`config.mk`:
```
export PLATFORM = sky130hd
export DESIGN_NAME = json_string_escaper_utf8_check_top
export DESIGN_NICKNAME = d
export VERILOG_FILES = /design/src/hdl/jse_pkg.sv /design/src/hdl/jse_front.sv /design/src/hdl/jse_fifo.sv /design/src/hdl/jse_back.sv /design/src/hdl/json_string_escaper_utf8_check_top.sv
export SDC_FILE = /design/constraint.sdc
export NUM_CORES = 1
export LEC_CHECK = 0
export ABC_AREA = 1
export BUFFER_PORTS_ARGS = -buffer_cell sky130_fd_sc_hd__buf_2
export CAP_MARGIN = 20
export CORE_UTILIZATION = 30
export CTS_CLUSTER_DIAMETER = 50
export DETAILED_ROUTE_END_ITERATION = 16
export GPL_TIMING_DRIVEN = 0
export PLACE_DENSITY = 0.46
export SYNTH_ARGS = -nofsm -noshare
export SYNTH_HDL_FRONTEND = slang
export SYNTH_HIERARCHICAL = 1
export SYNTH_SLANG_ARGS = --single-unit
```
`constraint.sdc`:
```
create_clock -name clock -period 6.2 [get_ports clock]
set_input_delay 0.93 -clock clock [delete_from_list [all_inputs] [get_ports clock]]
set_output_delay 0.93 -clock clock [all_outputs]
set_load 0.05 [all_outputs]
```
`src/hdl/jse_pkg.sv`:
```
// Package for the JSON string escaper with UTF-8 check.
// Holds the token type passed from front to back and the byte tables.
// No dependencies.
package jse_pkg;

   localparam int PLAN_DEPTH = 6;
   localparam int FIFO_DEPTH = 4;

   localparam logic [7:0] CH_QUOTE = 8'h22;
   localparam logic [7:0] CH_BSLASH = 8'h5c;
   localparam logic [7:0] CH_BS = 8'h08;
   localparam logic [7:0] CH_FF = 8'h0c;
   localparam logic [7:0] CH_LF = 8'h0a;
   localparam logic [7:0] CH_CR = 8'h0d;
   localparam logic [7:0] CH_TAB = 8'h09;
   localparam logic [7:0] CH_LOW_B = 8'h62;
   localparam logic [7:0] CH_LOW_F = 8'h66;
   localparam logic [7:0] CH_LOW_N = 8'h6e;
   localparam logic [7:0] CH_LOW_R = 8'h72;
   localparam logic [7:0] CH_LOW_T = 8'h74;
   localparam logic [7:0] CH_LOW_U = 8'h75;
   localparam logic [7:0] CH_LOW_D = 8'h64;
   localparam logic [7:0] CH_ZERO = 8'h30;
   localparam logic [7:0] CH_LOW_A = 8'h61;

   typedef enum logic [2:0] {
      TK_OPEN  = 3'd0,
      TK_CLOSE = 3'd1,
      TK_ESC   = 3'd2,
      TK_RAW   = 3'd3,
      TK_REPL  = 3'd4
   } tok_kind_type;

   typedef struct packed {
      tok_kind_type kind;
      logic [7:0]   data;
   } tok_type;

   function automatic logic [2:0] lead_len(input logic [7:0] b);
      logic [2:0] n;
      n = 3'd0;
      if (b >= 8'hc2 && b <= 8'hdf) n = 3'd2;
      else if (b >= 8'he0 && b <= 8'hef) n = 3'd3;
      else if (b >= 8'hf0 && b <= 8'hf4) n = 3'd4;
      return n;
   endfunction

   function automatic logic second_ok(input logic [7:0] lead, input logic [7:0] b);
      logic ok;
      case (lead)
         8'he0: ok = (b >= 8'ha0) && (b <= 8'hbf);
         8'hed: ok = (b >= 8'h80) && (b <= 8'h9f);
         8'hf0: ok = (b >= 8'h90) && (b <= 8'hbf);
         8'hf4: ok = (b >= 8'h80) && (b <= 8'h8f);
         default: ok = (b[7:6] == 2'b10);
      endcase
      return ok;
   endfunction

   function automatic logic [7:0] short_esc(input logic [7:0] b);
      logic [7:0] c;
      case (b)
         CH_QUOTE: c = CH_QUOTE;
         CH_BSLASH: c = CH_BSLASH;
         CH_BS: c = CH_LOW_B;
         CH_FF: c = CH_LOW_F;
         CH_LF: c = CH_LOW_N;
         CH_CR: c = CH_LOW_R;
         CH_TAB: c = CH_LOW_T;
         default: c = 8'h00;
      endcase
      return c;
   endfunction

   function automatic logic [7:0] hex_char(input logic [3:0] v);
      logic [7:0] c;
      if (v < 4'd10) c = CH_ZERO + {4'h0, v};
      else c = CH_LOW_A + {4'h0, v - 4'd10};
      return c;
   endfunction

   function automatic logic [2:0] tok_len(input tok_type t);
      logic [2:0] n;
      case (t.kind)
         TK_REPL: n = 3'd6;
         TK_ESC: begin
            if (short_esc(t.data) != 8'h00) n = 3'd2;
            else if (t.data < 8'h20) n = 3'd6;
            else n = 3'd1;
         end
         default: n = 3'd1;
      endcase
      return n;
   endfunction

   function automatic logic [7:0] tok_byte(input tok_type t, input logic [2:0] idx);
      logic [7:0] c;
      c = 8'h00;
      case (t.kind)
         TK_OPEN, TK_CLOSE: c = CH_QUOTE;
         TK_RAW: c = t.data;
         TK_REPL: begin
            case (idx)
               3'd0: c = CH_BSLASH;
               3'd1: c = CH_LOW_U;
               3'd5: c = CH_LOW_D;
               default: c = CH_LOW_F;
            endcase
         end
         TK_ESC: begin
            if (short_esc(t.data) != 8'h00) begin
               c = (idx == 3'd0) ? CH_BSLASH : short_esc(t.data);
            end else if (t.data < 8'h20) begin
               case (idx)
                  3'd0: c = CH_BSLASH;
                  3'd1: c = CH_LOW_U;
                  3'd4: c = hex_char(t.data[7:4]);
                  3'd5: c = hex_char(t.data[3:0]);
                  default: c = CH_ZERO;
               endcase
            end else begin
               c = t.data;
            end
         end
         default: c = 8'h00;
      endcase
      return c;
   endfunction

endpackage

```
`src/hdl/jse_front.sv`:
```
// Front end: accepts string bytes, tracks the open UTF-8 sequence and
// turns each beat into a short list of tokens pushed one per cycle while the
// token queue has room. Depends on jse_pkg.
module jse_front
   import jse_pkg::*;
(
   input  logic       clock,
   input  logic       reset,
   input  logic       req_valid,
   output logic       req_stall,
   input  logic [7:0] req_data_byte,
   input  logic       req_byte_present,
   input  logic       req_first_of_string,
   input  logic       req_last_of_string,
   output logic       push_valid,
   output tok_type    push_tok,
   input  logic       push_ready
);

   logic [7:0] lead_ff, lead_in;
   logic [7:0] tail_ff [2];
   logic [7:0] tail_in [2];
   logic [1:0] cnt_ff, cnt_in;
   logic [2:0] need_ff, need_in;

   tok_type    plan_ff [PLAN_DEPTH];
   tok_type    plan_in [PLAN_DEPTH];
   logic [2:0] plan_cnt_ff, plan_cnt_in;
   logic [2:0] idx_ff;
   logic       busy_ff;

   logic       accept, push_fire, push_done;
   logic [1:0] p;
   logic       ok, start;
   logic [7:0] b;

   assign push_valid = busy_ff;
   assign push_tok   = plan_ff[idx_ff];
   assign push_fire  = busy_ff && push_ready;
   assign push_done  = push_fire && (idx_ff == plan_cnt_ff - 3'd1);
   assign req_stall  = busy_ff && !push_done;
   assign accept     = req_valid && !req_stall;

   always_comb begin
      lead_in    = lead_ff;
      tail_in[0] = tail_ff[0];
      tail_in[1] = tail_ff[1];
      cnt_in     = cnt_ff;
      need_in    = need_ff;
      for (int i = 0; i < PLAN_DEPTH; i++) plan_in[i] = '{TK_RAW, 8'h00};
      plan_cnt_in = 3'd0;
      b     = req_data_byte;
      start = 1'b0;
      ok    = 1'b0;
      p     = cnt_ff;

      if (req_first_of_string) begin
         p = 2'd0;
         need_in = 3'd0;
         plan_in[plan_cnt_in] = '{TK_OPEN, CH_QUOTE};
         plan_cnt_in = plan_cnt_in + 3'd1;
      end

      if (req_byte_present) begin
         if (p != 2'd0) begin
            ok = (p == 2'd1) ? second_ok(lead_ff, b) : (b[7:6] == 2'b10);
            if (ok) begin
               if ({1'b0, p} + 3'd1 >= need_ff) begin
                  plan_in[plan_cnt_in] = '{TK_RAW, lead_ff};
                  plan_cnt_in = plan_cnt_in + 3'd1;
                  if (p >= 2'd2) begin
                     plan_in[plan_cnt_in] = '{TK_RAW, tail_ff[0]};
                     plan_cnt_in = plan_cnt_in + 3'd1;
                  end
                  if (p == 2'd3) begin
                     plan_in[plan_cnt_in] = '{TK_RAW, tail_ff[1]};
                     plan_cnt_in = plan_cnt_in + 3'd1;
                  end
                  plan_in[plan_cnt_in] = '{TK_RAW, b};
                  plan_cnt_in = plan_cnt_in + 3'd1;
                  p = 2'd0;
                  need_in = 3'd0;
               end else begin
                  if (p == 2'd1) tail_in[0] = b;
                  else tail_in[1] = b;
                  p = p + 2'd1;
               end
            end else begin
               // lead plus each held continuation byte becomes a replacement
               for (int i = 0; i < 3; i++) begin
                  if (i < int'(p)) begin
                     plan_in[plan_cnt_in] = '{TK_REPL, 8'h00};
                     plan_cnt_in = plan_cnt_in + 3'd1;
                  end
               end
               p = 2'd0;
               need_in = 3'd0;
               start = 1'b1;
            end
         end else begin
            start = 1'b1;
         end
      end

      if (start) begin
         if (!b[7]) begin
            plan_in[plan_cnt_in] = '{TK_ESC, b};
            plan_cnt_in = plan_cnt_in + 3'd1;
         end else if (lead_len(b) == 3'd0) begin
            plan_in[plan_cnt_in] = '{TK_REPL, 8'h00};
            plan_cnt_in = plan_cnt_in + 3'd1;
         end else begin
            lead_in = b;
            need_in = lead_len(b);
            p = 2'd1;
         end
      end

      if (req_last_of_string) begin
         for (int i = 0; i < 3; i++) begin
            if (i < int'(p)) begin
               plan_in[plan_cnt_in] = '{TK_REPL, 8'h00};
               plan_cnt_in = plan_cnt_in + 3'd1;
            end
         end
         p = 2'd0;
         need_in = 3'd0;
         plan_in[plan_cnt_in] = '{TK_CLOSE, CH_QUOTE};
         plan_cnt_in = plan_cnt_in + 3'd1;
      end

      cnt_in = p;
   end

   always_ff @(posedge clock) begin
      if (reset) begin
         lead_ff <= 8'h00;
         cnt_ff  <= 2'd0;
         need_ff <= 3'd0;
         busy_ff <= 1'b0;
         idx_ff  <= 3'd0;
         plan_cnt_ff <= 3'd0;
      end else begin
         if (accept) begin
            lead_ff <= lead_in;
            cnt_ff  <= cnt_in;
            need_ff <= need_in;
            busy_ff <= (plan_cnt_in != 3'd0);
            idx_ff  <= 3'd0;
            plan_cnt_ff <= plan_cnt_in;
         end else if (push_done) begin
            busy_ff <= 1'b0;
         end else if (push_fire) begin
            idx_ff <= idx_ff + 3'd1;
         end
      end
   end

   always_ff @(posedge clock) begin
      if (accept) begin
         tail_ff[0] <= tail_in[0];
         tail_ff[1] <= tail_in[1];
         for (int i = 0; i < PLAN_DEPTH; i++) plan_ff[i] <= plan_in[i];
      end
   end

endmodule

```
`src/hdl/jse_fifo.sv`:
```
// Four-entry token queue between front and back end.
// Depends on jse_pkg.
module jse_fifo
   import jse_pkg::*;
(
   input  logic    clock,
   input  logic    reset,
   input  logic    push_valid,
   input  tok_type push_tok,
   output logic    push_ready,
   output logic    pop_valid,
   output tok_type pop_tok,
   input  logic    pop_ready
);

   localparam int AW = $clog2(FIFO_DEPTH);

   tok_type         mem_ff [FIFO_DEPTH];
   logic [AW-1:0]   wr_ff, rd_ff;
   logic [AW:0]     cnt_ff;
   logic            do_push, do_pop;

   assign push_ready = (cnt_ff != (AW+1)'(FIFO_DEPTH));
   assign pop_valid  = (cnt_ff != '0);
   assign pop_tok    = mem_ff[rd_ff];
   assign do_push    = push_valid && push_ready;
   assign do_pop     = pop_valid && pop_ready;

   always_ff @(posedge clock) begin
      if (reset) begin
         wr_ff  <= '0;
         rd_ff  <= '0;
         cnt_ff <= '0;
      end else begin
         if (do_push) wr_ff <= wr_ff + AW'(1);
         if (do_pop) rd_ff <= rd_ff + AW'(1);
         if (do_push && !do_pop) cnt_ff <= cnt_ff + (AW+1)'(1);
         else if (do_pop && !do_push) cnt_ff <= cnt_ff - (AW+1)'(1);
      end
   end

   always_ff @(posedge clock) begin
      if (do_push) mem_ff[wr_ff] <= push_tok;
   end

endmodule

```
`src/hdl/jse_back.sv`:
```
// Back end: expands each token into its output bytes, one per cycle while the
// receiver does not stall, into a registered result stage. Depends on jse_pkg.
module jse_back
   import jse_pkg::*;
(
   input  logic       clock,
   input  logic       reset,
   input  logic       pop_valid,
   input  tok_type    pop_tok,
   output logic       pop_ready,
   output logic       rsp_valid,
   input  logic       rsp_stall,
   output logic [7:0] rsp_out_byte,
   output logic       rsp_out_last
);

   tok_type    cur_ff;
   logic [2:0] idx_ff;
   logic       busy_ff;
   logic       rsp_valid_ff;
   logic [7:0] byte_ff;
   logic       last_ff;
   logic       adv, done;

   assign adv       = busy_ff && (!rsp_valid_ff || !rsp_stall);
   assign done      = adv && (idx_ff == tok_len(cur_ff) - 3'd1);
   assign pop_ready = !busy_ff || done;

   assign rsp_valid    = rsp_valid_ff;
   assign rsp_out_byte = byte_ff;
   assign rsp_out_last = last_ff;

   always_ff @(posedge clock) begin
      if (reset) begin
         busy_ff      <= 1'b0;
         idx_ff       <= 3'd0;
         rsp_valid_ff <= 1'b0;
      end else begin
         if (pop_valid && pop_ready) begin
            busy_ff <= 1'b1;
            idx_ff  <= 3'd0;
         end else if (done) begin
            busy_ff <= 1'b0;
         end else if (adv) begin
            idx_ff <= idx_ff + 3'd1;
         end
         if (adv) rsp_valid_ff <= 1'b1;
         else if (!rsp_stall) rsp_valid_ff <= 1'b0;
      end
   end

   always_ff @(posedge clock) begin
      if (pop_valid && pop_ready) cur_ff <= pop_tok;
      if (adv) begin
         byte_ff <= tok_byte(cur_ff, idx_ff);
         last_ff <= (cur_ff.kind == TK_CLOSE);
      end
   end

endmodule

```
`src/hdl/json_string_escaper_utf8_check_top.sv`:
```
// Each beat carries at most one raw string byte and leaves as JSON text, one
// byte per result beat, with quotes, short and \u00XX escapes, and \ufffd for
// every byte of a malformed or truncated UTF-8 sequence. The front end takes a
// beat and then pushes its tokens (quote, escaped byte, copied byte, replacement)
// in turn into a four-entry token queue, taking the next beat as its last token
// is pushed; the back end emits one output byte per cycle while the receiver does
// not stall, so sustained throughput is one result byte per cycle and a beat can
// produce up to 25 output bytes. There is no clearing pass after reset.
module json_string_escaper_utf8_check_top
   import jse_pkg::*;
(
   input  logic       clock,
   input  logic       reset,
   input  logic       req_valid,
   output logic       req_stall,
   input  logic [7:0] req_data_byte,
   input  logic       req_byte_present,
   input  logic       req_first_of_string,
   input  logic       req_last_of_string,
   output logic       rsp_valid,
   input  logic       rsp_stall,
   output logic [7:0] rsp_out_byte,
   output logic       rsp_out_last
);

   logic    f_valid, f_ready, b_valid, b_ready;
   tok_type f_tok, b_tok;

   jse_front u_front (
      .clock               (clock),
      .reset               (reset),
      .req_valid           (req_valid),
      .req_stall           (req_stall),
      .req_data_byte       (req_data_byte),
      .req_byte_present    (req_byte_present),
      .req_first_of_string (req_first_of_string),
      .req_last_of_string  (req_last_of_string),
      .push_valid          (f_valid),
      .push_tok            (f_tok),
      .push_ready          (f_ready)
   );

   jse_fifo u_fifo (
      .clock      (clock),
      .reset      (reset),
      .push_valid (f_valid),
      .push_tok   (f_tok),
      .push_ready (f_ready),
      .pop_valid  (b_valid),
      .pop_tok    (b_tok),
      .pop_ready  (b_ready)
   );

   jse_back u_back (
      .clock        (clock),
      .reset        (reset),
      .pop_valid    (b_valid),
      .pop_tok      (b_tok),
      .pop_ready    (b_ready),
      .rsp_valid    (rsp_valid),
      .rsp_stall    (rsp_stall),
      .rsp_out_byte (rsp_out_byte),
      .rsp_out_last (rsp_out_last)
   );

endmodule

```
==> Word-level counts from Yosys, hierarchy flattened <==
Memory sizes are Yosys's and may differ from the RTL's. A register that Yosys moved wholly into a read port is not among the register bits.
Cells that the tools add are included.
{ "op_classes": {"add_sub_neg": 27, "order_cmp": 45, "n_eq_ne": 25, "muxes": 159, "n_bitwise": 38, "n_reduce_logical": 53} }
{ "op_table": {"columns": ["op", "n"], "rows": [
  ["$mux W66", 33],
  ["$and A60 B60 Y60", 7],
  ["$not A60 Y60", 7],
  ["$demux W11 S3", 11],
  ["$bwmux W66", 5],
  ["$mux W3", 53],
  ["$mux W11", 11],
  ["$mux W16", 4],
  ["$mux W8", 8],
  ["$pmux W8 S4", 2],
  ["$pmux W7 S7", 1],
  ["$and A48 B48 Y48", 1],
  ["$ge A8 B8 Y1 const B", 6],
  ["$le A8 B8 Y1 const B", 6],
  ["$not A48 Y48", 1],
  ["$ge A4 B4 Y1 const B", 11],
  ["$lt A4 B1 Y1 const B", 11],
  ["$eq A8 B4 Y1 const B", 5],
  ["$not A3 Y4", 10],
  ["$add A3 B1 Y3 const B", 13],
  ["$or A6 B6 Y6", 6],
  ["$eq A8 B8 Y1 const B", 4],
  ["$logic_and A1 B1 Y1", 27],
  ["$mux W2", 9],
  ["42 further kinds", 95]
]} }
{ "word_totals": {"reg_bits": 41, "ram_bits": 126, "input_bits": 15, "out_inout_bits": 11, "wordCells": 364, "mem_count": 3} }
{ "memory_table": {"columns": ["name", "depth", "word_bits", "read_ports", "rd_clocked_by_memory_dff", "write_ports", "line_no", "text"], "rows": [
  ["u_front.plan_ff", 6, 11, 1, 1, 6, "jse_front.sv:26", "tok_type plan_ff [PLAN_DEPTH];"],
  ["u_fifo.mem_ff", 4, 11, 1, 1, 1, "jse_fifo.sv:18", "tok_type mem_ff [FIFO_DEPTH];"],
  ["u_front.tail_ff", 2, 8, 2, 0, 2, "jse_front.sv:21", "logic [7:0] tail_ff [2];"]
]} }

==> Logic depth before layout (Yosys ltp) <==
Gate-level depths: netlist of run 1.
{ "logic_depth": {"depth_word": 41, "ltp_mapped": 35, "depth_no_buf": 34} }

==> By module <==
Netlist of run 1, hierarchy kept.
{ "modules_own_cells": {"columns": ["mod", "instances", "cells_per_inst", "area_per_inst_um2", "seq_area_each_um2"], "rows": [
  ["jse_front", 1, 804, 6462.4, 2922.8],
  ["jse_fifo", 1, 175, 2145.8, 1501.4],
  ["jse_back", 1, 217, 1791.7, 700.7]
]} }

==> Worst setup path before layout of run 1 <==
No wires, ideal clock.
{ "synth_path": {"path_type": "input-to-reg", "start": "input req_first_of_string", "end": "memory u_front/plan_ff[2][9] (netlist bit), data pin", "setup_ns": 0.264, "t_arrival_ns": 5.203, "t_required_ns": 5.936, "slack_ns": 0.733, "cell_stages": 32, "n_path_buf": 2, "path_cell_list": "clkbuf_1 -> nor2_1 -> clkbuf_1 -> ha_1 -> ha_1 -> nand3b_1 -> nand3_1 -> inv_1 -> nand2_1 -> o21ai_0 -> nand3_1 -> nand3_2 -> nand2_2 -> ha_1 -> nand2_1 -> nand2_2 -> ha_1 -> nand2_1 -> nand2_1 -> ha_1 -> nor2_1 -> inv_1 -> nand2_1 -> inv_1 -> ha_1 -> nor2_1 -> inv_1 -> nand2_1 -> nor2_1 -> nand2_2 -> nand2_2 -> a21oi_1"} }
{ "synth_lines": {"columns": ["item", "line_no", "text"], "rows": [
  ["from (decl)", "json_string_escaper_utf8_check_top.sv:18", "input logic req_first_of_string,"],
  ["to (decl)", "jse_front.sv:26", null]
]} }

==> run metrics, run 1 <==
clk buf depth 2; CTS Root Cell clkbuf_16; first-pass GRT wire length 45100 um; routed vias/inst 4.84; register-to-register setup slack 0.78 ns; min-delay src u_front/plan_cnt_ff[1]$_SDFFE_PP0P_; chip height 188 um; Critical Path Fanout Max 11; Critical Path Start Type primary input; Worst Path Arrival 5.89 ns; Skew-Pair Late Insertion Delay 0.43 ns; final hold violations 0; WL per Instance 16.6 um; Worst setup EP type flop; setup ws final 0.488 ns; gpl congestion 0.905; largest net degree at the start of global routing 72; Antenna Cells 0; initial antenna violation count 0; Syn Inst Count 1196; Clock H-tree levels 4; worst-margin pin slew 0.884 ns; post-synth top area cell edfxtp_1; Unique masters post-synth 58; register area share after synthesis 49.3%; RSZ-0062 raised after global routing no; vias in the first global route 8093; hold path endpoint u_front/plan_cnt_ff[1]$_SDFFE_PP0P_; clk slew on worst S/H paths 0.07 ns; remaining antenna violation count 0; Placement Setup Slack -0.585 ns; crit path buf inv count 6; fraction of layout cells with a size suffix above 1 13.7%; Placement Cell Area 11200 um2; PortBufs 25; IO Count 26; cell row count 67; post-DP HPWL 21600 um; fmax 175 MHz; final hold slack 0.490 ns; Initial Util 30.8%; status completed; top_reg_cell synth edfxtp_1; max_slew headroom 41.1%; Worst path top cell family by delay simple AND/OR/NAND/NOR gates; Nets 1309; skew final 0.0167 ns; Post-synth EDFFs 146; Leak Pwr 4.66 nW; fin. max-slew vios 0; # setup viols final 0; r2r worst-path depth 32; Num Clock Sinks 183; global route overflow 0; FF+latch count, synth 183; All-Layer GR Usage 16.5%; hold path depth 2; initial detailed-routing violation count 589; maxcap violations 0; Final Cell Area 11800 um2; reg2reg start u_front/cnt_ff[1]$_SDFFE_PP0P_; Mean Syn Cell Area 8.70 um2; total power 3.94 mW; die area 35400 um2; top post-synthesis cells by area edfxtp_1 (42%), nand2_1 (8.1%), dfxtp_1 (7.1%), nor2_1 (5.3%), inv_1 (4.8%); Remaining DRCs 0; worst hold path class flop to flop; synthesis-to-layout area growth 13.1%; TritonRoute pass-1 iters 7; via count 8311; synthesized cell area 10400 um2; RR Endpoint u_front/plan_ff[2][3]$_DFFE_PP_; YS warnings 6; asr flop ratio synth 0%; worst vdd ir 0.000225 V; WP data required 6.38 ns; Final Cycle Share 92.1%; Slowest-stage cell, CP ha_1; post-synth top area share 42.2%; Slowest Stage Delay on Critical Path 0.31 ns; DRT Wirelength 28500 um; TNS Setup 0 ns; CP Class primary input to flop; CTS tree done; Die W 188 um; minimum clock period 5.71 ns; number of buffers created by CTS 17; Cell Pwr Density 335 nW/um2; core box area 33800 um2
==> state kept, by name, summed over array words and instances, names as in the netlist, named ones only <==
signal	count
u_back/busy_ff	1
u_back/cur_ff	11
u_back/idx_ff	3
u_back/rsp_out_byte	8
u_back/rsp_out_last	1
u_back/rsp_valid	1
u_fifo/cnt_ff	3
u_fifo/mem_ff	44
u_fifo/rd_ff	2
u_fifo/wr_ff	2
u_front/cnt_ff	2
u_front/idx_ff	3
u_front/lead_ff	8
u_front/need_ff	3
u_front/plan_cnt_ff	3
u_front/plan_ff	66
u_front/push_valid	1
u_front/tail_ff	16
==> per-stage QoR <==
stage | utilization (%) | cells
after floorplan | - | 1207
after global placement | 32.9 | 1680
after detailed placement | 33.1 | 1683
after CTS | 34.7 | 1715
after global routing | 34.8 | 1717
final | 34.8 | 1717
==> cells in the mapped netlist, types with 10 or more instances <==
library cell / instances
clkbuf_1: 19
o21ai_1: 13
a22oi_1: 11
o22ai_1: 37
inv_2: 11
ha_1: 37
nand2_2: 32
o21ai_0: 82
a32o_1: 11
nand3_2: 12
nand3_1: 49
nor2_1: 147
a21oi_1: 69
inv_1: 134
nand2_1: 225
edfxtp_1: 146
nor2_2: 10
dfxtp_1: 37
==> cells by family after synthesis <==
family          synth area share [%]
fa+ha+maj                       4.64
flops                           49.3
xor+xnor                        1.08
buf+inv                         6.71
other cells                   0.0361
compound gates                  14.9
simple gates                    23.3
==> where the power goes <==
group	switching (mW)	internal, mW	leakage, nW
registers	0.100	1.54	1.66
clock network	0.486	0.559	0.279
logic	0.872	0.376	2.71
==> final cells by class <==
cell class	instances	area (um2)
Sequential cell	183	5120
Clock inverter	10	83.8
Timing Repair Buffer	31	181
Clock buffer	22	475
Fill cell	3520	22000
Multi-Input combinational cell	844	4630
Tap cell	448	561
Inverter	148	558
Buffer	31	143
==> worst min-delay path, stage by stage, from the launching register on <==
cell and delay [ns]:
dfxtp_1 0.30, inv_1 0.06, o22ai_1 0.08
==> layout by cell type, fill, tap and decap left out, types with 4 or more instances in the layout <==
master / n
a21oi_1: 69
nor2_1: 146
nor3_2: 4
conb_1: 12
clkbuf_16: 18
xor2_1: 8
buf_4: 6
buf_2: 33
inv_2: 12
a21oi_2: 4
nor3_1: 8
nor2_2: 11
o221ai_1: 6
a31oi_1: 4
o211ai_1: 5
o21ai_0: 82
edfxtp_1: 146
o22ai_1: 37
dfxtp_1: 37
inv_1: 132
nand3_1: 48
ha_1: 37
a22oi_1: 11
nand4_1: 8
a32o_1: 11
nor2_4: 7
clkbuf_1: 20
nand2_1: 225
o21ai_1: 13
nand3_2: 13
nand2_4: 7
nand2_2: 32
==> routing by layer <==
layer / global-route usage [%] / share of wire, % / vias to the layer above
li1: - / - / 4202
met4: 6.04 / 2.5 / 0
met3: 2.46 / 3.6 / 38
met2: 27.3 / 47 / 177
met1: 21.7 / 47 / 3894
met5: 0 / 0 / -
==> timing repair <==
action / 4_1_cts / 5_1_grt
hold buffers: 0 / 0
pin swaps: 0 / 0
hold endpoints to repair: 0 / 0
buffers inserted: 0 / 0
endpoints found under the setup margin: 20 / 45
resized for setup: 1 / 5
==> worst max path at each step <==
| stage | start | slack (ns) | cells past startpoint | to |
|---|---|---|---|---|
| after floorplan | req_first_of_string | 0.73 | 32 | u_front/plan_ff[2][9]$_DFFE_PP_ |
| after global placement | req_first_of_string | -0.53 | 33 | u_front/plan_ff[2][3]$_DFFE_PP_ |
| after detailed placement | req_first_of_string | -0.59 | 33 | u_front/plan_ff[2][3]$_DFFE_PP_ |
| after CTS | req_first_of_string | 0.12 | 33 | u_front/plan_ff[2][3]$_DFFE_PP_ |
| after global routing | req_first_of_string | 0.02 | 32 | u_front/plan_ff[2][9]$_DFFE_PP_ |
| final | req_first_of_string | 0.49 | 32 | u_front/plan_ff[2][3]$_DFFE_PP_ |
No activity file was read; power rests on OpenSTA's default activity.
==> run 2: changes to the inputs <==
- ABC_AREA: 1 -> 0
==> run metrics, run 2 <==
reg2reg start u_front/cnt_ff[1]$_SDFFE_PP0P_; post-synth top area cell edfxtp_1; YS warnings 6 (unchanged); Final Cycle Share 96.5% (+4.4 points); Slowest-stage cell, CP or3_4; most common cell in the netlist edfxtp_1; worst-margin pin slew 1.13 ns (+0.247 ns); fin cells 1478 (-14%); clk slew on worst S/H paths 0.07 ns (about the same); synthesis-to-layout area growth 15.5%; post-DP HPWL 19800 um (-8.2%); Critical Path Start Type primary input; Mean Syn Cell Area 11.2 um2 (+29%); initial antenna violation count 0 (unchanged); fmax 167 MHz (-4.5%); Syn Inst Count 946 (-21%); max_slew headroom 24.1% (-17 points); TritonRoute pass-1 iters 4 (-3); Top Registers u_front/plan_ff (66), u_fifo/mem_ff (44), u_front/tail_ff (16); worst hold path class flop to flop; final hold slack 0.480 ns (-0.00943 ns); skew final 0.0173 ns (+0.000624 ns); Unique masters post-synth 108 (+86%); TNS Setup 0 ns (unchanged); Worst path top cell family by delay adder cells; status completed; Antenna Cells 0 (unchanged); cell row count 68 (+1.5%); vias in the first global route 7514 (-7.2%); fraction of layout cells with a size suffix above 1 18.2% (+4.5 points); number of buffers created by CTS 17 (unchanged); core box area 34600 um2 (+2.5%); synthesized cell area 10600 um2 (+1.9%); register area share after synthesis 48.4% (-0.90 points); top_reg_cell synth edfxtp_1; synth cell count leaders edfxtp_1 (146), nor2_1 (91), a21oi_1 (65), nand2_1 (54), o21ai_0 (46); PortBufs 24 (-4.0%); CTS Root Cell clkbuf_16; All-Layer GR Usage 15.1% (-1.4 points); # setup viols final 0 (unchanged); crit path buf inv count 8 (+2); CP Class primary input to flop; maxcap violations 0 (unchanged); dpl cells 1438 (-15%); largest net degree at the start of global routing 71 (-1.4%); final hold violations 0 (unchanged); most frequent cells in the layout edfxtp_1 (146), nor2_1 (89), a21oi_1 (63); Post-CTS Hold Buffers 0 (unchanged); register-to-register setup slack 0.38 ns (-0.40 ns); r2r worst-path depth 24 (-25%); DRT Wirelength 26300 um (-7.8%); Worst setup EP type flop; Critical Path Fanout Max 11 (unchanged); fin. max-slew vios 0 (unchanged); routed vias/inst 5.06 (+4.5%); Reg with most FFs u_front/plan_ff; RR Endpoint u_front/plan_ff[2][8]$_DFFE_PP_; Slowest Stage Delay on Critical Path 0.38 ns (+0.07 ns); Num Clock Sinks 183 (unchanged); die area 36100 um2 (+1.8%); commonest non-fill, non-tap cell in the layout edfxtp_1; WL per Instance 17.8 um (+7.1%); crit path capture u_front/plan_ff[2][8]$_DFFE_PP_; Post-synth EDFFs 146 (unchanged); Worst Path Arrival 6.15 ns (+0.26 ns); Largest register FFs 66 (unchanged); Die W 190 um (+0.92%); Critical Path Start req_first_of_string; Remaining DRCs 0 (unchanged); chip height 190 um (+0.92%); Cell Pwr Density 319 nW/um2 (-4.7%); Nets 1063 (-19%); top post-synthesis cells by area edfxtp_1 (41%), dfxtp_1 (7.0%), mux4_2 (4.7%), ha_1 (4.4%), nor2_1 (3.2%); remaining antenna violation count 0 (unchanged); global route overflow 0 (unchanged); WP data required 6.37 ns (about the same); Leak Pwr 4.26 nW (-8.6%); gpl congestion 0.859 (-5.1%); first-pass GRT wire length 42000 um (-6.9%); via count 7475 (-10%); Skew-Pair Late Insertion Delay 0.43 ns (about the same); clk buf depth 2 (unchanged); minimum clock period 5.98 ns (+0.270 ns); IO Count 26 (unchanged); initial detailed-routing violation count 449 (-24%); Initial Util 30.6% (-0.19 points); asr flop ratio synth 0% (unchanged); FF+latch count, synth 183 (unchanged); worst vdd ir 0.000219 V (-2.3%); CTS tree done; post-synth top area share 41.4% (-0.77 points); WP depth 28 (-13%); Clock H-tree levels 4 (unchanged)
-- run 2: cell types whose count changed after synthesis, sizes merged, moves of 34 or more --
cell   delta
inv     -102
mux2i    +34
nand2   -210
nand3    -45
nor2     -68
o21ai    -45
-- run 2: report_power, final --
group	internal (mW)	switching (mW)	leakage, nW	total [mW]
Clock	0.554	0.461	0.252	1.02
Sequential	1.53	0.0958	1.67	1.63
Combinational	0.480	0.781	2.33	1.26
-- run 2: worst min path at each step --
stage	from	endpoint	slack [ns]	cells after the start
floorplan	u_front/need_ff[0]$_SDFFE_PP0P_	u_front/need_ff[0]$_SDFFE_PP0P_	0.43	2
global placement	u_front/need_ff[0]$_SDFFE_PP0P_	u_front/need_ff[0]$_SDFFE_PP0P_	0.47	2
detailed placement	u_front/need_ff[0]$_SDFFE_PP0P_	u_front/need_ff[0]$_SDFFE_PP0P_	0.47	2
CTS	u_front/need_ff[0]$_SDFFE_PP0P_	u_front/need_ff[0]$_SDFFE_PP0P_	0.48	2
global route	u_front/need_ff[0]$_SDFFE_PP0P_	u_front/need_ff[0]$_SDFFE_PP0P_	0.52	2
finish	u_front/need_ff[0]$_SDFFE_PP0P_	u_front/need_ff[0]$_SDFFE_PP0P_	0.48	2
-- run 2: cell families (layout without fill, tap and decap cells) --
kind of cell	count (synthesis)	after routing	synth area share, %
buffers and inverters	87	153	3.60
adder cells (fa/ha/maj)	38	38	4.56
flip-flops	183	183	48.4
AO/OA/AOI/OAI	258	258	17.9
multiplexers	59	59	8.24
other	1	12	0.0354
AND/OR/NAND/NOR	296	296	15.1
XOR/XNOR	24	24	2.24
-- run 2: area by class of cell --
class | count | area (um2)
Buffer | 43 | 231
Fill cell | 3462 | 22400
Timing Repair Buffer | 35 | 226
Clock inverter | 11 | 100
Inverter | 43 | 178
Sequential cell | 183 | 5120
Clock buffer | 21 | 440
Multi-Input combinational cell | 687 | 5360
Tap cell | 455 | 569
-- run 2: timing repair --
item / in CTS / in global routing
buffers inserted: 7 / 2
setup endpoints to repair: 48 / 28
endpoints found under the hold margin: 0 / 0
gates resized for setup: 19 / 23
pin swaps: 4 / 7
-- run 2: through the flow --
step           utilization, %  power, mW  setup slack (ns)  area [um2]
4_1_cts                  34.9       3.95            0.0139       12100
5_1_grt                  35.3       4.14           -0.0335       12200
2_1_floorplan               -       2.60            0.0140       10700
6_report                 35.3       3.90             0.218       12200
3_5_place_dp             33.0       2.91             -1.29       11400
3_3_place_gp             32.9       2.91             -1.26       11400
-- run 2: layer usage --
metal,wire [um],vias up,track usage [%]
li1,-,3720,-
met3,595,24,2.25
met1,12000,3624,18.9
met2,13200,107,26.7
met5,0,-,0
met4,405,0,4.62
-- run 2: tightest hold or removal path, delay by kind of cell (launching register included) --
family	cells	cell delay (ns)
AND/OR/NAND/NOR	1	0.06
flip-flops	1	0.33
AO/OA/AOI/OAI	1	0.05
==> run 3: changes to the inputs <==
--- a/config.mk
+++ b/config.mk
@@ -11,7 +11,8 @@
 export CORE_UTILIZATION = 30
 export CTS_CLUSTER_DIAMETER = 50
+export CTS_CLUSTER_SIZE = 40
 export DETAILED_ROUTE_END_ITERATION = 16
 export GPL_TIMING_DRIVEN = 0
-export PLACE_DENSITY = 0.46
+export PLACE_DENSITY_LB_ADDON = 0.25
 export SYNTH_ARGS = -nofsm -noshare
 export SYNTH_HDL_FRONTEND = slang
==> constraint.sdc (replaced) <==
create_clock -name clock -period 6.2 [get_ports clock]
set_input_delay 0.93 -clock clock [delete_from_list [all_inputs] [get_ports clock]]
set_output_delay 0.93 -clock clock [all_outputs]
set_load 0.02 [all_outputs]
==> run metrics, run 3 (synthesis results as in run 2) <==
status completed; cell row count 68 (unchanged); Worst Path Arrival 6.14 ns (about the same); minimum clock period 5.97 ns (-0.0141 ns); worst-margin pin slew 1.01 ns (-0.122 ns); WL met3 902 um (+52%); clk buf depth 2 (unchanged); gpl congestion 0.926 (+7.9%); fmax 168 MHz (+0.24%); CTS tree done; TritonRoute pass-1 iters 5 (+1); Critical Path Fanout Max 11 (unchanged); final hold slack 0.496 ns (+0.0153 ns); routed vias/inst 5.12 (+1.2%); via count 7566 (+1.2%); Post-CTS Hold Buffers 0 (unchanged); dpl cells 1437 (-0.070%); worst hold path class flop to flop; largest net degree at the start of global routing 73 (+2.8%); PortBufs 24 (unchanged); Reg with most FFs u_front/plan_ff; Die W 190 um (unchanged); Remaining DRCs 0 (unchanged); Cell Pwr Density 315 nW/um2 (-1.2%); reg2reg start u_front/cnt_ff[1]$_SDFFE_PP0P_; wire length on met2 13300 um (+0.27%); CTS Root Cell clkbuf_16; Slowest-stage cell, CP or3_4; skew final 0.00911 ns (-0.00822 ns); # setup viols final 0 (unchanged); Worst setup EP type flop; global route overflow 0 (unchanged); CP Class primary input to flop; maxcap violations 0 (unchanged); WL per Instance 17.5 um (-1.8%); core box area 34600 um2 (unchanged); WP data required 6.37 ns (about the same); TNS Setup 0 ns (unchanged); initial antenna violation count 0 (unchanged); Clock H-tree levels 4 (unchanged); Num Clock Sinks 183 (unchanged); chip height 190 um (unchanged); highest routed layer met4; Slowest Stage Delay on Critical Path 0.38 ns (about the same); IO Count 26 (unchanged); DRT Wirelength 25800 um (-1.8%); initial detailed-routing violation count 516 (+15%); fillers 3469 (+0.20%); post-DP HPWL 19200 um (-3.2%); Initial Util 30.6% (unchanged); Leak Pwr 4.26 nW (+0.12%); commonest non-fill, non-tap cell in the layout edfxtp_1; first-pass GRT wire length 42000 um (about the same); most frequent cells in the layout edfxtp_1 (146), nor2_1 (89), a21oi_1 (63); Nets 1063 (unchanged); die area 36100 um2 (unchanged); Skew-Pair Late Insertion Delay 0.43 ns (about the same); All-Layer GR Usage 14.9% (-0.23 points); remaining antenna violation count 0 (unchanged); Critical Path Start req_first_of_string; Critical Path Start Type primary input; most used cell, CP ha_4; RSZ-0062 raised after global routing no; vias in the first global route 7576 (+0.83%); Largest register FFs 66 (unchanged); fraction of layout cells with a size suffix above 1 18.7% (+0.49 points); worst vdd ir 0.000236 V (+7.5%); fin cells 1478 (unchanged); clk slew on worst S/H paths 0.07 ns (about the same); Top Registers u_front/plan_ff (66), u_fifo/mem_ff (44), u_front/tail_ff (16); Worst path top cell family by delay adder cells; final hold violations 0 (unchanged); number of buffers created by CTS 17 (unchanged); min-delay src u_front/need_ff[0]$_SDFFE_PP0P_; max_slew headroom 32.2% (+8.0 points); synthesis-to-layout area growth 15.5% (about the same); crit path buf inv count 8 (unchanged); Antenna Cells 0 (unchanged); met1 WL 11500 um (-4.6%); fin. max-slew vios 0 (unchanged); Final Cycle Share 96.3% (-0.23 points)
run 3: final cells by class:
class                      instances  area, um2  area share [%]
clock inverter                    15        136            1.11
inverter                          43        180            1.47
sequential                       183       5120            41.9
clock buffer                      17        425            3.48
tap                              455        569            4.65
buffer                            43        233            1.90
timing repair buffer              35        205            1.68
multi-input combinational        687       5360            43.8
run 3: worst register-to-register path: cells and delay by family, from the launching register on:
family	cells	cell delay, ns
simple gates	9	1.79
fa+ha+maj	6	1.79
buf+inv	5	0.95
compound gates	3	0.55
flops	1	0.32
mux	1	0.24
run 3: stage by stage:
step	util [%]	setup WS, ns	cell area (um2)	total power, mW
4_1_cts	35.0	0.0326	12100	3.90
6_report	35.3	0.232	12200	3.86
2_1_floorplan	-	0.0140	10700	2.54
3_5_place_dp	32.9	-1.23	11400	2.83
3_3_place_gp	32.9	-1.15	11400	2.82
5_1_grt	35.3	0.0207	12200	4.08
run 3: path summary, 6_finish.rpt:
kind	endpoint	slack (ns)	depth (start not counted)
hold reg to reg	u_front/need_ff[0]$_SDFFE_PP0P_	0.50	2
setup / recovery	u_front/plan_ff[2][1]$_DFFE_PP_	0.23	28
setup reg to reg	u_front/plan_ff[2][1]$_DFFE_PP_	0.33	24
hold / removal	u_front/need_ff[0]$_SDFFE_PP0P_	0.50	2
run 3: power by group:
group / switching, mW / leakage (nW) / internal (mW)
registers: 0.0953 / 1.67 / 1.53
logic: 0.706 / 2.32 / 0.477
clock network: 0.515 / 0.270 / 0.532
run 3: repair_timing:
action	4_1_cts	5_1_grt
pin swaps	3	10
endpoints found under the setup margin	47	28
resized for setup	20	24
buffers inserted	7	3
run 3: per-layer routing:
| layer | up-vias | global-route usage, % |
|---|---|---|
| met3 | 10 | 2.82 |
| met1 | 3699 | 18.8 |
| met4 | 0 | 2.95 |
| met5 | - | 0 |
| met2 | 139 | 26.2 |
| li1 | 3718 | - |
